File: config.mk
export PLATFORM = sky130hd
export DESIGN_NAME = sst_datapath
export DESIGN_NICKNAME = d
export VERILOG_FILES = /design/src/sv/sst_pkg.sv /design/src/sv/sst_datapath.sv
export SDC_FILE = /design/constraint.sdc
export NUM_CORES = 1
export LEC_CHECK = 0
export BUFFER_PORTS_ARGS = -buffer_cell sky130_fd_sc_hd__buf_4
export CAP_MARGIN = 40
export CORE_MARGIN = 2
export CORE_UTILIZATION = 50
export CTS_CLUSTER_SIZE = 24
export DETAILED_ROUTE_END_ITERATION = 10
export PLACE_DENSITY = 0.71
export SYNTH_ARGS = -nofsm -noshare
export SYNTH_HDL_FRONTEND = slang
export SYNTH_SLANG_ARGS = --single-unit
File: constraint.sdc
create_clock -name i_clk -period 27.6 [get_ports i_clk]
set_clock_uncertainty 0.15 [all_clocks]
set_input_delay 4.14 -clock i_clk [delete_from_list [all_inputs] [get_ports i_clk]]
set_output_delay 4.14 -clock i_clk [all_outputs]
set_load 0.1 [all_outputs]
File: src/sv/sst_pkg.sv
// ============================================================================
// sst_pkg
// Shared types and constants for the Solovay-Strassen prime test block.
// ============================================================================
`default_nettype none

package sst_pkg;

    localparam int NUM_WIDTH   = 31;
    localparam int ROUND_WIDTH = 8;

    typedef logic [NUM_WIDTH-1:0]   t_num;
    typedef logic [ROUND_WIDTH-1:0] t_rounds;

    // Controller states.
    typedef enum logic [3:0] {
        ST_IDLE,
        ST_CHECK,
        ST_WIT,
        ST_JAC_RED,
        ST_JAC_MOD,
        ST_POW_START,
        ST_POW_STEP,
        ST_MUL,
        ST_VERIFY,
        ST_DONE
    } t_state;

    // Datapath operations, issued by the controller.
    typedef enum logic [3:0] {
        OP_NONE,
        OP_LOAD,
        OP_WIT_INIT,
        OP_WIT_STEP,
        OP_JAC_INIT,
        OP_JAC_SHIFT,
        OP_JAC_SWAP,
        OP_MOD_STEP,
        OP_POW_INIT,
        OP_MUL_SQR,
        OP_MUL_ACC,
        OP_MUL_STEP,
        OP_POW_SHIFT,
        OP_NEXT_ROUND
    } t_op;

    typedef struct packed {
        t_op op;
    } t_cmd;

    typedef struct packed {
        logic n_is_two;
        logic n_composite;   // below 2 or even
        logic rounds_done;
        logic jac_a_zero;
        logic jac_a_even;
        logic mod_done;      // remainder loop finished
        logic exp_zero;
        logic exp_lsb;
        logic mul_done;
        logic pass;          // power equals expected value, symbol nonzero
    } t_status;

endpackage

`default_nettype wire

File: src/sv/sst_datapath.sv
// ============================================================================
// sst_datapath
// Registers and arithmetic: witness generation, bit-serial remainders for the
// Jacobi symbol, and shift-and-add modular multiplication for the power.
// ============================================================================
`default_nettype none

module sst_datapath import sst_pkg::*; (
    input  wire logic    i_clk,
    input  wire t_cmd    i_cmd,
    input  wire t_num    i_candidate,
    input  wire t_rounds i_rounds,
    output t_status      o_status
);

    localparam int CW = $clog2(NUM_WIDTH + 1);

    // One extra bit keeps sums of two residues below the carry.
    typedef logic [NUM_WIDTH:0] t_wide;

    t_num    r_n, r_nm2, r_wit, r_ja, r_jm, r_base, r_acc, r_exp, r_mx, r_my, r_mres;
    t_num    r_rem, r_quo;
    t_rounds r_rounds, r_idx;
    logic    r_sign, r_mul_sqr;
    logic [CW-1:0] r_cnt;

    t_wide w_wit3, w_madd, w_mdbl, w_rem2;
    t_num  w_wit_next, w_mres_next, w_mx_next, w_rem_next, w_want;
    logic  w_flip_shift, w_flip_swap;

    always_comb begin
        // Witness advances by 3 modulo n-2; one subtract suffices while n-2 > 3,
        // otherwise it runs through up to three subtracts in turn.
        w_wit3 = {1'b0, r_wit} + t_wide'(3);
        if (w_wit3 >= {1'b0, r_nm2}) w_wit3 = w_wit3 - {1'b0, r_nm2};
        if (w_wit3 >= {1'b0, r_nm2}) w_wit3 = w_wit3 - {1'b0, r_nm2};
        if (w_wit3 >= {1'b0, r_nm2}) w_wit3 = w_wit3 - {1'b0, r_nm2};
        w_wit_next = w_wit3[NUM_WIDTH-1:0];

        // Modular product step.
        w_madd = {1'b0, r_mres} + {1'b0, r_mx};
        if (w_madd >= {1'b0, r_n}) w_madd = w_madd - {1'b0, r_n};
        w_mres_next = r_my[0] ? w_madd[NUM_WIDTH-1:0] : r_mres;
        w_mdbl = {r_mx, 1'b0};
        if (w_mdbl >= {1'b0, r_n}) w_mdbl = w_mdbl - {1'b0, r_n};
        w_mx_next = w_mdbl[NUM_WIDTH-1:0];

        // Restoring remainder step: a mod m, one bit of a per cycle.
        w_rem2 = {r_rem, r_quo[NUM_WIDTH-1]};
        if (w_rem2 >= {1'b0, r_jm}) w_rem2 = w_rem2 - {1'b0, r_jm};
        w_rem_next = w_rem2[NUM_WIDTH-1:0];

        w_flip_shift = (r_jm[2:0] == 3'd3) || (r_jm[2:0] == 3'd5);
        w_flip_swap  = (r_jm[1:0] == 2'd3) && (r_ja[1:0] == 2'd3);
        w_want = r_sign ? (r_n - t_num'(1)) : t_num'(1);
    end

    always_ff @(posedge i_clk) begin
        case (i_cmd.op)
            OP_LOAD: begin
                r_n      <= i_candidate;
                r_nm2    <= i_candidate - t_num'(2);
                r_rounds <= i_rounds;
            end
            OP_WIT_INIT: begin
                r_wit <= '0;
                r_idx <= '0;
            end
            OP_WIT_STEP: r_wit <= w_wit_next;
            OP_JAC_INIT: begin
                // Witness 2 + w is below n, so a mod n is itself.
                r_ja   <= r_wit + t_num'(2);
                r_jm   <= r_n;
                r_sign <= 1'b0;
            end
            OP_JAC_SHIFT: begin
                r_ja <= r_ja >> 1;
                if (w_flip_shift) r_sign <= ~r_sign;
            end
            OP_JAC_SWAP: begin
                // New m is old a; new a = old m mod old a, computed bit-serially.
                r_jm  <= r_ja;
                r_ja  <= r_jm;
                r_quo <= r_jm;
                r_rem <= '0;
                r_cnt <= CW'(NUM_WIDTH);
                if (w_flip_swap) r_sign <= ~r_sign;
            end
            OP_MOD_STEP: begin
                r_rem <= w_rem_next;
                r_quo <= r_quo << 1;
                r_cnt <= r_cnt - CW'(1);
                if (r_cnt == CW'(1)) r_ja <= w_rem_next;
            end
            OP_POW_INIT: begin
                r_base <= r_wit + t_num'(2);
                r_acc  <= t_num'(1);
                r_exp  <= (r_n - t_num'(1)) >> 1;
            end
            OP_MUL_ACC: begin
                r_mx <= r_acc; r_my <= r_base; r_mres <= '0; r_mul_sqr <= 1'b0;
            end
            OP_MUL_SQR: begin
                r_mx <= r_base; r_my <= r_base; r_mres <= '0; r_mul_sqr <= 1'b1;
            end
            OP_MUL_STEP: begin
                r_mres <= w_mres_next;
                r_mx   <= w_mx_next;
                r_my   <= r_my >> 1;
                if (r_my[NUM_WIDTH-1:1] == '0) begin
                    if (r_mul_sqr) r_base <= w_mres_next;
                    else           r_acc  <= w_mres_next;
                end
            end
            OP_POW_SHIFT: r_exp <= r_exp >> 1;
            OP_NEXT_ROUND: begin
                r_idx <= r_idx + ROUND_WIDTH'(1);
                r_wit <= w_wit_next;
            end
            default: ;
        endcase
    end

    // Status back to the controller.
    always_comb begin
        o_status.n_is_two    = (r_n == t_num'(2));
        o_status.n_composite = (r_n < t_num'(2)) || !r_n[0];
        o_status.rounds_done = (r_idx == r_rounds);
        o_status.jac_a_zero  = (r_ja == '0);
        o_status.jac_a_even  = !r_ja[0];
        o_status.mod_done    = (r_cnt == '0);
        o_status.exp_zero    = (r_exp == '0);
        o_status.exp_lsb     = r_exp[0];
        o_status.mul_done    = (r_my == '0);
        o_status.pass        = (r_jm == t_num'(1)) && (r_acc == w_want);
    end

endmodule

`default_nettype wire

# Word level (Yosys, flattened, before mapping)

Index checks and enable logic that the tools add are counted.

Output and inout bits: 10
Bits of input ports: 44
Register bits after elaboration: 426
Word-level logic and storage cells: 125

Bitwise operators: 1
Reductions and logical operators: 28
Order comparisons: 7
Eq/ne operators: 28
Multiplexer cells: 30
$add $sub $neg: 13

Operators with widths:

| kind                    | count |
|---|---|
| $pmux W31 S2            | 9 |
| $mux W31                | 11 |
| $ge A32 B31 Y1          | 6 |
| $pmux W31 S4            | 1 |
| $sub A31 B31 Y31        | 4 |
| $logic_not A31 Y1       | 3 |
| $pmux W31 S3            | 1 |
| $mux W32                | 2 |
| $sub A32 B31 Y32        | 2 |
| $add A31 B2 Y32 const B | 1 |
| $add A31 B31 Y32        | 1 |
| $add A31 B2 Y31 const B | 1 |
| $eq A31 B1 Y1 const B   | 1 |
| $eq A31 B2 Y1 const B   | 1 |
| $eq A31 B31 Y1          | 1 |
| $lt A31 B2 Y1 const B   | 1 |
| $sub A31 B1 Y31 const B | 1 |
| $sub A31 B2 Y31 const B | 1 |
| $logic_not A30 Y1       | 1 |
| $eq A4 B4 Y1 const B    | 6 |
| $eq A4 B3 Y1 const B    | 4 |
| $pmux W8 S2             | 1 |
| $reduce_bool A2 Y1      | 8 |
| $ne A2 B2 Y1 const B    | 6 |
| other kinds (23)        | 33 |

# Longest topological paths before layout

Gate-level depths: netlist of run 1.

Word-level depth: 8
Gate-level depth with buffers: 46
Depth with buffers taken out: 42

# Worst setup path after synthesis of run 1

OpenSTA, ideal clock, no wires.

Path type: input -> register
From: in i_cmd[0] (netlist bit)
To: reg r_n[0], enable pin
Setup slack: 17.675 ns
Cell stages on the path: 3
Arrival: 9.194 ns
Path buffers: 1
Required time: 26.869 ns
Library setup time: 0.581 ns
Cells stage by stage: clkbuf_1 nand2b_1 nor3_1

Word-level cells in the longest chain between the ends: 1

Ends and longest elaborated chain:

| what                 | line               | RTL |
|---|---|---|
| from (decl)          | sst_datapath.sv:10 | `input wire t_cmd i_cmd,` |
| $eq A4 B1 Y1         | sst_datapath.sv:59 | `case (i_cmd.op)` |
| to (signal assigned) | sst_datapath.sv:61 | `r_n <= i_candidate;` |
| to (decl)            | sst_datapath.sv:21 | `t_num r_n, r_nm2, r_wit, r_ja, r_jm, r_base, r_acc, r_exp, r_mx, r_my, r_mres;` |

Every way passes these cells.
A chain may end at the register's enable or synchronous reset.

# Worst setup path after layout of run 1

From: reg r_wit[0]
To: reg r_wit[3] (data pin)

Word-level cells in the longest chain between the ends: 8
Elaborated cells between the ends (all ways): 11
Those cells by class: add/sub: 4; order compare: 3; mux: 4

Ends and longest elaborated chain:

| what                                               | line                | RTL |
|---|---|---|
| from (decl)                                        | sst_datapath.sv:21  |  |
| from (signal assigned)                             | sst_datapath.sv:69  | `OP_WIT_STEP: r_wit <= w_wit_next;` |
| from (signal assigned)                             | sst_datapath.sv:118 | `r_wit <= w_wit_next;` |
| $add A31 B2 Y32 (*)                                | sst_datapath.sv:34  | `w_wit3 = {1'b0, r_wit} + t_wide'(3);` |
| $sub A32 B31 Y32 or $ge A32 B31 Y1 (tied branches) | sst_datapath.sv:35  | `if (w_wit3 >= {1'b0, r_nm2}) w_wit3 = w_wit3 - {1'b0, r_nm2};` |
| $mux W32 (*)                                       | sst_datapath.sv:35  |  |
| $sub A32 B31 Y32 or $ge A32 B31 Y1 (tied branches) | sst_datapath.sv:36  | `if (w_wit3 >= {1'b0, r_nm2}) w_wit3 = w_wit3 - {1'b0, r_nm2};` |
| $mux W32 (*)                                       | sst_datapath.sv:36  |  |
| $sub A31 B31 Y31 or $ge A32 B31 Y1 (tied branches) | sst_datapath.sv:37  | `if (w_wit3 >= {1'b0, r_nm2}) w_wit3 = w_wit3 - {1'b0, r_nm2};` |
| $mux W31 (*)                                       | sst_datapath.sv:37  |  |
| $pmux W31 S2 (*)                                   | sst_datapath.sv:59  |  |

Mark *: on every way between the ends. The rest lies on a longest branch, timed or not.

==> results of run 1 <==
-- final cells by class --
type                    count  area share
diodes                      3    0.000209
clock buffers              56      0.0355
clock inverters            38      0.0110
inverters                 163      0.0171
multi-input cells        2804       0.527
flip-flops and latches    424       0.355
well taps                 855      0.0298
repair buffers            106      0.0242
-- flip-flops by register name, summed over array words and instances (netlist names), 8 cells and up --
register  cells
r_acc        31
r_wit        31
r_idx         8
r_ja         31
r_base       31
r_quo        31
r_n          31
r_my         31
r_rounds      8
r_mx         31
r_nm2        30
r_exp        30
r_rem        31
r_jm         31
r_mres       31
-- power breakdown --
part           internal, mW  switching, mW  leakage, nW  total, mW
clock                 0.392          0.295        0.811      0.686
combinational         0.226          0.333         9.32      0.559
sequential            0.734         0.0205         3.93      0.755
total                  1.35          0.648         14.1       2.00
-- critical path: cells and delay by family, from the launching register on --
kind	cells	cell delay (ns)
flops	1	0.47
compound gates	17	4.67
xor+xnor	1	0.25
simple gates	11	3.53
fa+ha+maj	5	1.51
mux	3	0.98
buf+inv	3	0.48
-- cell families (layout without fill, tap and decap cells) --
| group | count (synthesis) | in the layout | share of synthesized area |
|---|---|---|---|
| muxes | 128 | 128 | 0.0408 |
| buffers and inverters | 289 | 363 | 0.0348 |
| adders and majority gates | 233 | 233 | 0.0908 |
| and+or+nand+nor | 1109 | 1109 | 0.159 |
| other | 0 | 3 | 0 |
| xor gates and xnor gates | 318 | 318 | 0.0855 |
| AOI/OAI and AO/OA | 1016 | 1016 | 0.200 |
| DFF | 424 | 424 | 0.390 |
-- cells in the final DEF (no fill, tap or decap), types with 20 or more instances in the layout --
master,Yosys,final
o211ai_1,23,23
o21bai_1,32,32
a21oi_1,266,266
nor4_1,47,47
o21a_1,32,32
mux2_2,42,42
clkbuf_16,0,50
and3_1,37,37
xor2_1,122,122
nor3_1,68,67
o21ai_0,260,260
a211oi_1,33,33
nor2b_1,23,22
xnor2_1,195,195
nor2_1,287,277
nand3_1,98,96
nand4_1,54,54
a21o_1,118,118
mux2i_1,86,86
nand2_1,372,371
inv_1,163,163
edfxtp_1,424,424
and2_1,21,20
nand2b_1,27,27
buf_4,2,100
a22oi_1,31,31
ha_1,226,226
a31oi_1,29,29
-- per-stage QoR --
step | power, mW | hold slack, ns | cells | cell area (sq um) | setup WS (ns)
2_1_floorplan | 1.18 | 0.346 | 3517 | 32700 | 17.68
3_3_place_gp | 1.31 | 0.351 | 4334 | 34000 | 15.52
3_5_place_dp | 1.31 | 0.361 | 4352 | 34200 | 15.39
4_1_cts | 1.99 | 0.373 | 4446 | 35800 | 15.37
5_1_grt | 2.08 | 0.399 | 4446 | 35800 | 14.40
6_report | 2.00 | 0.364 | 4449 | 35800 | 15.24
-- worst max path at each step --
stage | start | endpoint | slack [ns] | depth (start not counted)
after floorplan | i_cmd[0] | r_n[0] | 17.68 | 3
after global placement | r_wit[1] | r_wit[1] | 15.52 | 40
after detailed placement | r_wit[0] | r_wit[1] | 15.39 | 40
after CTS | r_wit[0] | r_wit[21] | 15.37 | 40
after global routing | r_wit[1] | r_wit[21] | 14.40 | 40
final | r_wit[0] | r_wit[3] | 15.24 | 40
-- routing by layer --
layer / wire length [microns] / up-vias / part of all wire
met5: 0 / - / 0
met4: 6010 / 0 / 0.056
met3: 11200 / 264 / 0.10
met2: 46800 / 1503 / 0.43
met1: 43600 / 13500 / 0.41
li1: - / 13200 / -
==> flow_metrics.py, run 1 <==
metrics = {
    "timing": {
        "drv_slew": 0,
        "setup_tns_ns": 0,
        "finalSetupViolCount": 0,
        "rsz0062_at_grt": "no",
        "hold_viol_final": 0,
        "finalCritPeriodShare": 0.448,
        "max_slew_margin": 0.282,
        "worstMarginPinSlew_ns": 1.07,
        "period_needed_ns": 12.36,
        "timing.fmax_mhz": 80.9,
    },
    "yosys": {
        "synth_edf_count": 424,
        "synth.avg_cell_area_sq_um": 9.29,
        "synth.most_common_cell": "edfxtp_1",
        "synthTopCellsByArea": "edfxtp_1, ha_1, xnor2_1, nand2_1, a21oi_1",
        "synth_warnings": 0,
        "ys_seq_area_frac": 0.390,
        "yosysTopAreaCell": "edfxtp_1",
        "ys_types": 90,
        "synth_common_cells": "edfxtp_1, nand2_1, nor2_1",
        "synth-async-reset-ratio": 0,
        "synth_top_area_share": 0.390,
        "ys_ff_latch": 424,
        "synth_fp_nets": 3794,
        "netlist_instances": 3517,
        "syn_area_sq_um": 32700,
        "synthFlopType": "edfxtp_1",
    },
    "cells_and_area": {
        "multi_input_area_sq_um": 18900,
        "syn2layout_area_growth_pct": 9.70,
        "fillCellCount": 5807,
        "seq_area_sq_um": 12700,
        "fin_util": 0.555,
        "fin_nets": 3826,
        "drive_gt1_frac": 0.0794,
    },
    "grt": {
        "met2_usage": 0.483,
        "overflow": 0,
        "grt_pass1_vias": 26400,
        "antenna_found_initial": 1,
        "busiest_layer": "met2",
        "grtUsageTotal": 0.314,
        "grt_pass1_wl_microns": 162000,
        "grt_max_degree": 81,
        "use_met3": 0.0633,
        "globalRouteMet1Util": 0.424,
    },
    "clocking": {
        "cts_htree_levels": 2,
        "root_buffer": "clkbuf_16",
        "cts_setup_buffers": 0,
        "cts.clk_slew.worst_paths_ns": 0.06,
        "numCtsBuffers": 50,
        "cts_tree": "done",
        "clock-sinks": 424,
        "cts_buffer_depth": 3,
        "ctsHoldBuffers": 0,
        "post_cts_resize_count": 0,
        "insertion_delay_ns": 0.63,
    },
    "drt": {
        "drtAntennaViolNets": 0,
        "first_pass_iters": 8,
        "drtIter0Drc": 3298,
        "via_per_inst": 6.39,
        "routedWlPerCell_microns": 24.2,
        "finalWirelength_microns": 108000,
        "drc_errors": 0,
        "via_count": 28500,
    },
    "die": {
        "dieWidth_microns": 260,
        "rows": 93,
        "fp.dieH_microns": 260,
        "die_area_sq_um": 67400,
        "ios": 54,
        "core_area_sq_um": 64600,
        "initial_utilization": 0.506,
    },
    "power_and_ir_drop": {
        "vdd_drop_max_uv": 54.4,
        "leakagePower_nw": 14.1,
        "p_per_area_nw_per_um2": 55.8,
    },
    "worst_setup_path": {
        "critPathRequiredTime_ns": 27.81,
        "crit_path_frequent_cell": "ha_1",
        "max_stage_delay_ns": 0.68,
        "reg2reg_to": "r_wit[3]",
        "rrSetupSlack_ns": 15.24,
        "crit_type": "register to register",
        "start_kind": "register",
        "worst-r2r-cell-count": 40,
        "crit_arrival_ns": 12.57,
        "crit_path_max_fanout": 37,
        "cp_slowest_cell": "o211ai_2",
        "reg2reg_from": "r_wit[0]",
        "cp-end-kind": "register",
    },
    "run_status": {
        "outcome": "finished, final reports clean",
    },
    "min_path": {
        "whs_endpoint": "r_quo[5]",
        "min_path_cells": 2,
        "hold_start": "r_quo[4]",
        "hp-class": "register to register",
    },
    "placed_design": {
        "io_buffers": 53,
        "finalWeightedCongestion": 1.03,
        "dp_hpwl_microns": 83000,
    },
    "job": {
        "drv_cap": 0,
    },
}
(Power assumes the default switching activity.)
==> run 2, diff against run 1 <==
--- a/config.mk
+++ b/config.mk
@@ -5,6 +5,7 @@
 export SDC_FILE = /design/constraint.sdc
 export NUM_CORES = 1
 export LEC_CHECK = 0
+export ABC_AREA = 1
 export BUFFER_PORTS_ARGS = -buffer_cell sky130_fd_sc_hd__buf_4
 export CAP_MARGIN = 40
 export CORE_MARGIN = 2
==> constraint.sdc (replaced) <==
create_clock -name i_clk -period 12.6 [get_ports i_clk]
set_clock_uncertainty 0.15 [all_clocks]
set_input_delay 1.89 -clock i_clk [delete_from_list [all_inputs] [get_ports i_clk]]
set_output_delay 1.89 -clock i_clk [all_outputs]
set_load 0.1 [all_outputs]
==> flow_metrics.py, run 2 <==
metrics = {
    "run_status": {
        "outcome": "finished, final reports clean",
    },
    "yosys": {
        "syn_area_sq_um": 35700,
        "netlist_instances": 4885,
        "synthXorXnorAreaFrac": 0.0758,
        "synth_edf_count": 424,
        "synth_fa_ha_area_frac": 0.0831,
        "synth_common_cells": "nand2_1, inv_1, nor2_1",
        "synth_fp_nets": 5162,
        "synthFlopType": "edfxtp_1",
        "synth_top_area_share": 0.356,
        "synth.avg_cell_area_sq_um": 7.31,
        "synthSimpleGateAreaFrac": 0.280,
        "ys_seq_area_frac": 0.356,
        "ys_types": 58,
        "synth-async-reset-ratio": 0,
        "synth-compound-area-share": 0.117,
        "synth.most_common_cell": "nand2_1",
        "yosysTopAreaCell": "edfxtp_1",
        "synthTopCellsByArea": "edfxtp_1, nand2_1, ha_1, inv_1, nor2_1",
        "ys_ff_latch": 424,
        "synth_top_family_by_area": "simple AND/OR/NAND/NOR gates",
        "synth_warnings": 0,
        "muxShareOfSynthArea": 0,
    },
    "timing": {
        "drv_slew": 0,
        "finalSetupViolCount": 0,
        "timing.fmax_mhz": 95.9,
        "period_needed_ns": 10.43,
        "worstMarginPinSlew_ns": 1.08,
        "fin_ws_ns": 2.17,
        "setup_tns_ns": 0,
        "rsz0062_at_grt": "no",
        "max_slew_margin": 0.271,
        "finalCritPeriodShare": 0.827,
        "hold_viol_final": 0,
    },
    "placed_design": {
        "io_buffers": 53,
        "pre_cts_ws_ns": 2.40,
        "dp_hpwl_microns": 110000,
        "place_area_sq_um": 37300,
        "finalWeightedCongestion": 1.04,
        "placedCellCount": 5821,
    },
    "cells_and_area": {
        "drive_gt1_frac": 0.0522,
        "final_area_sq_um": 38900,
        "fin_nets": 5200,
        "syn2layout_area_growth_pct": 9.01,
        "most-common-layout-cells": "nand2_1, inv_1, nor2_1",
        "finalNonFillerCells": 5913,
        "final_common_cell": "nand2_1",
    },
    "power_and_ir_drop": {
        "p_int_mw": 3.02,
        "p_comb_frac": 0.344,
        "leakagePower_nw": 17.8,
        "p_sw_mw": 1.84,
        "p_seq_frac": 0.342,
        "p_per_area_nw_per_um2": 125,
        "vdd_drop_max_uv": 93.2,
        "switching_share": 0.378,
        "pwr-share-clk": 0.314,
    },
    "worst_setup_path": {
        "crit_family": "simple AND/OR/NAND/NOR gates",
        "cp_slowest_cell": "nor2_4",
        "cp-end-kind": "register",
        "start_kind": "register",
        "cp-startpoint": "r_wit[1]",
        "critical_path.endpoint": "r_wit[11]",
        "reg2reg_to": "r_wit[11]",
        "reg2reg_from": "r_wit[1]",
        "crit_type": "register to register",
        "path_buf_inv": 9,
        "crit_arrival_ns": 10.62,
        "crit_path_max_fanout": 50,
        "rrSetupSlack_ns": 2.17,
        "worst-r2r-cell-count": 56,
        "cp.depth": 56,
        "crit_path_frequent_cell": "nand2_1",
        "critPathRequiredTime_ns": 12.79,
        "max_stage_delay_ns": 0.62,
    },
    "drt": {
        "via_per_inst": 5.77,
        "drtIter0Drc": 3669,
        "drtAntennaViolNets": 0,
        "finalWirelength_microns": 135000,
        "first_pass_iters": 8,
        "drc_errors": 0,
        "via_count": 34100,
        "routedWlPerCell_microns": 22.9,
    },
    "die": {
        "core_area_sq_um": 71100,
        "die_area_sq_um": 73600,
        "initial_utilization": 0.502,
        "dieWidth_microns": 271,
        "rows": 98,
        "fp.dieH_microns": 271,
        "ios": 54,
    },
    "job": {
        "drv_cap": 0,
    },
    "clocking": {
        "cts_htree_levels": 2,
        "insertion_delay_ns": 0.62,
        "post_cts_resize_count": 0,
        "cts_buffer_depth": 3,
        "ctsHoldBuffers": 0,
        "cts_setup_buffers": 0,
        "numCtsBuffers": 50,
        "clock-sinks": 424,
        "cts_tree": "done",
        "root_buffer": "clkbuf_16",
        "cts.clk_slew.worst_paths_ns": 0.06,
    },
    "grt": {
        "grt_max_degree": 76,
        "grtUsageTotal": 0.361,
        "overflow": 0,
        "grt_pass1_vias": 32500,
        "antenna_found_initial": 3,
        "grt_pass1_wl_microns": 200000,
    },
    "min_path": {
        "hp-class": "register to register",
        "min_path_cells": 2,
    },
}
run 2: cell types whose count changed in the layout (fill, tap and decap cells not counted), moves of 86 or more:
| cell | change |
|---|---|
| nand2_1 | +1016 |
| inv_1 | +521 |
| nor2_1 | +183 |
| nand3_1 | +162 |
| a21o_1 | -95 |
| mux2i_1 | -86 |
run 2: logic make-up (layout without fill, tap and decap cells):
group	after synthesis	after routing
AOI/OAI and AO/OA	739	739
xor gates and xnor gates	309	309
adders and majority gates	233	233
buffers and inverters	798	875
DFF	424	424
other	0	1
and+or+nand+nor	2382	2382
run 2: layout make-up:
| class | instances | area, sq um |
|---|---|---|
| Inverter | 689 | 2590 |
| Tap cell | 950 | 1190 |
| Multi-Input combinational cell | 3663 | 19900 |
| Fill cell | 6973 | 32200 |
| Timing Repair Buffer | 95 | 802 |
| Antenna cell | 1 | 2.50 |
| Clock inverter | 35 | 384 |
| Clock buffer | 56 | 1290 |
| Sequential cell | 424 | 12700 |
run 2: power groups by stage:
stage               sequential (mW)  clock, mW  combinational [mW]
floorplan                      1.67          0                1.19
global placement               1.69          0                1.64
detailed placement             1.69          0                1.63
CTS                            1.66       1.53                1.64
global route                   1.66       1.59                1.84
finish                         1.66       1.53                1.67
run 2: how the worst min path moves through the flow:
stage	startpoint	to	slack [ns]
finish	r_quo[28]	r_quo[29]	0.37
global route	r_quo[24]	r_quo[25]	0.40
CTS	r_quo[27]	r_quo[28]	0.37
detailed placement	r_quo[28]	r_quo[29]	0.36
global placement	r_quo[2]	r_quo[3]	0.36
floorplan	r_quo[9]	r_quo[10]	0.35
run 2: worst register-to-register path, delay by kind of cell (launching register included):
family	cells	cell delay [ns]
DFF	1	0.43
adders and majority gates	5	1.46
AOI/OAI and AO/OA	5	0.96
and+or+nand+nor	36	5.60
buffers and inverters	9	1.30
xor gates and xnor gates	1	0.27
run 2: metal layers:
metal | part of all wire | GRT usage | up-vias
li1 | - | - | 16200
met1 | 0.40 | 0.468 | 15800
met2 | 0.44 | 0.571 | 1732
met3 | 0.092 | 0.0590 | 347
met4 | 0.069 | 0.208 | 0
met5 | 0 | 0 | -
run 2: metrics by stage:
| stage | power, mW | utilization | hold WS [ns] |
|---|---|---|---|
| 2_1_floorplan | 2.86 | - | 0.350 |
| 3_5_place_dp | 3.32 | 0.524 | 0.364 |
| 4_1_cts | 4.83 | 0.548 | 0.374 |
| 6_report | 4.86 | 0.548 | 0.373 |
| 3_3_place_gp | 3.33 | 0.522 | 0.359 |
| 5_1_grt | 5.09 | 0.548 | 0.404 |
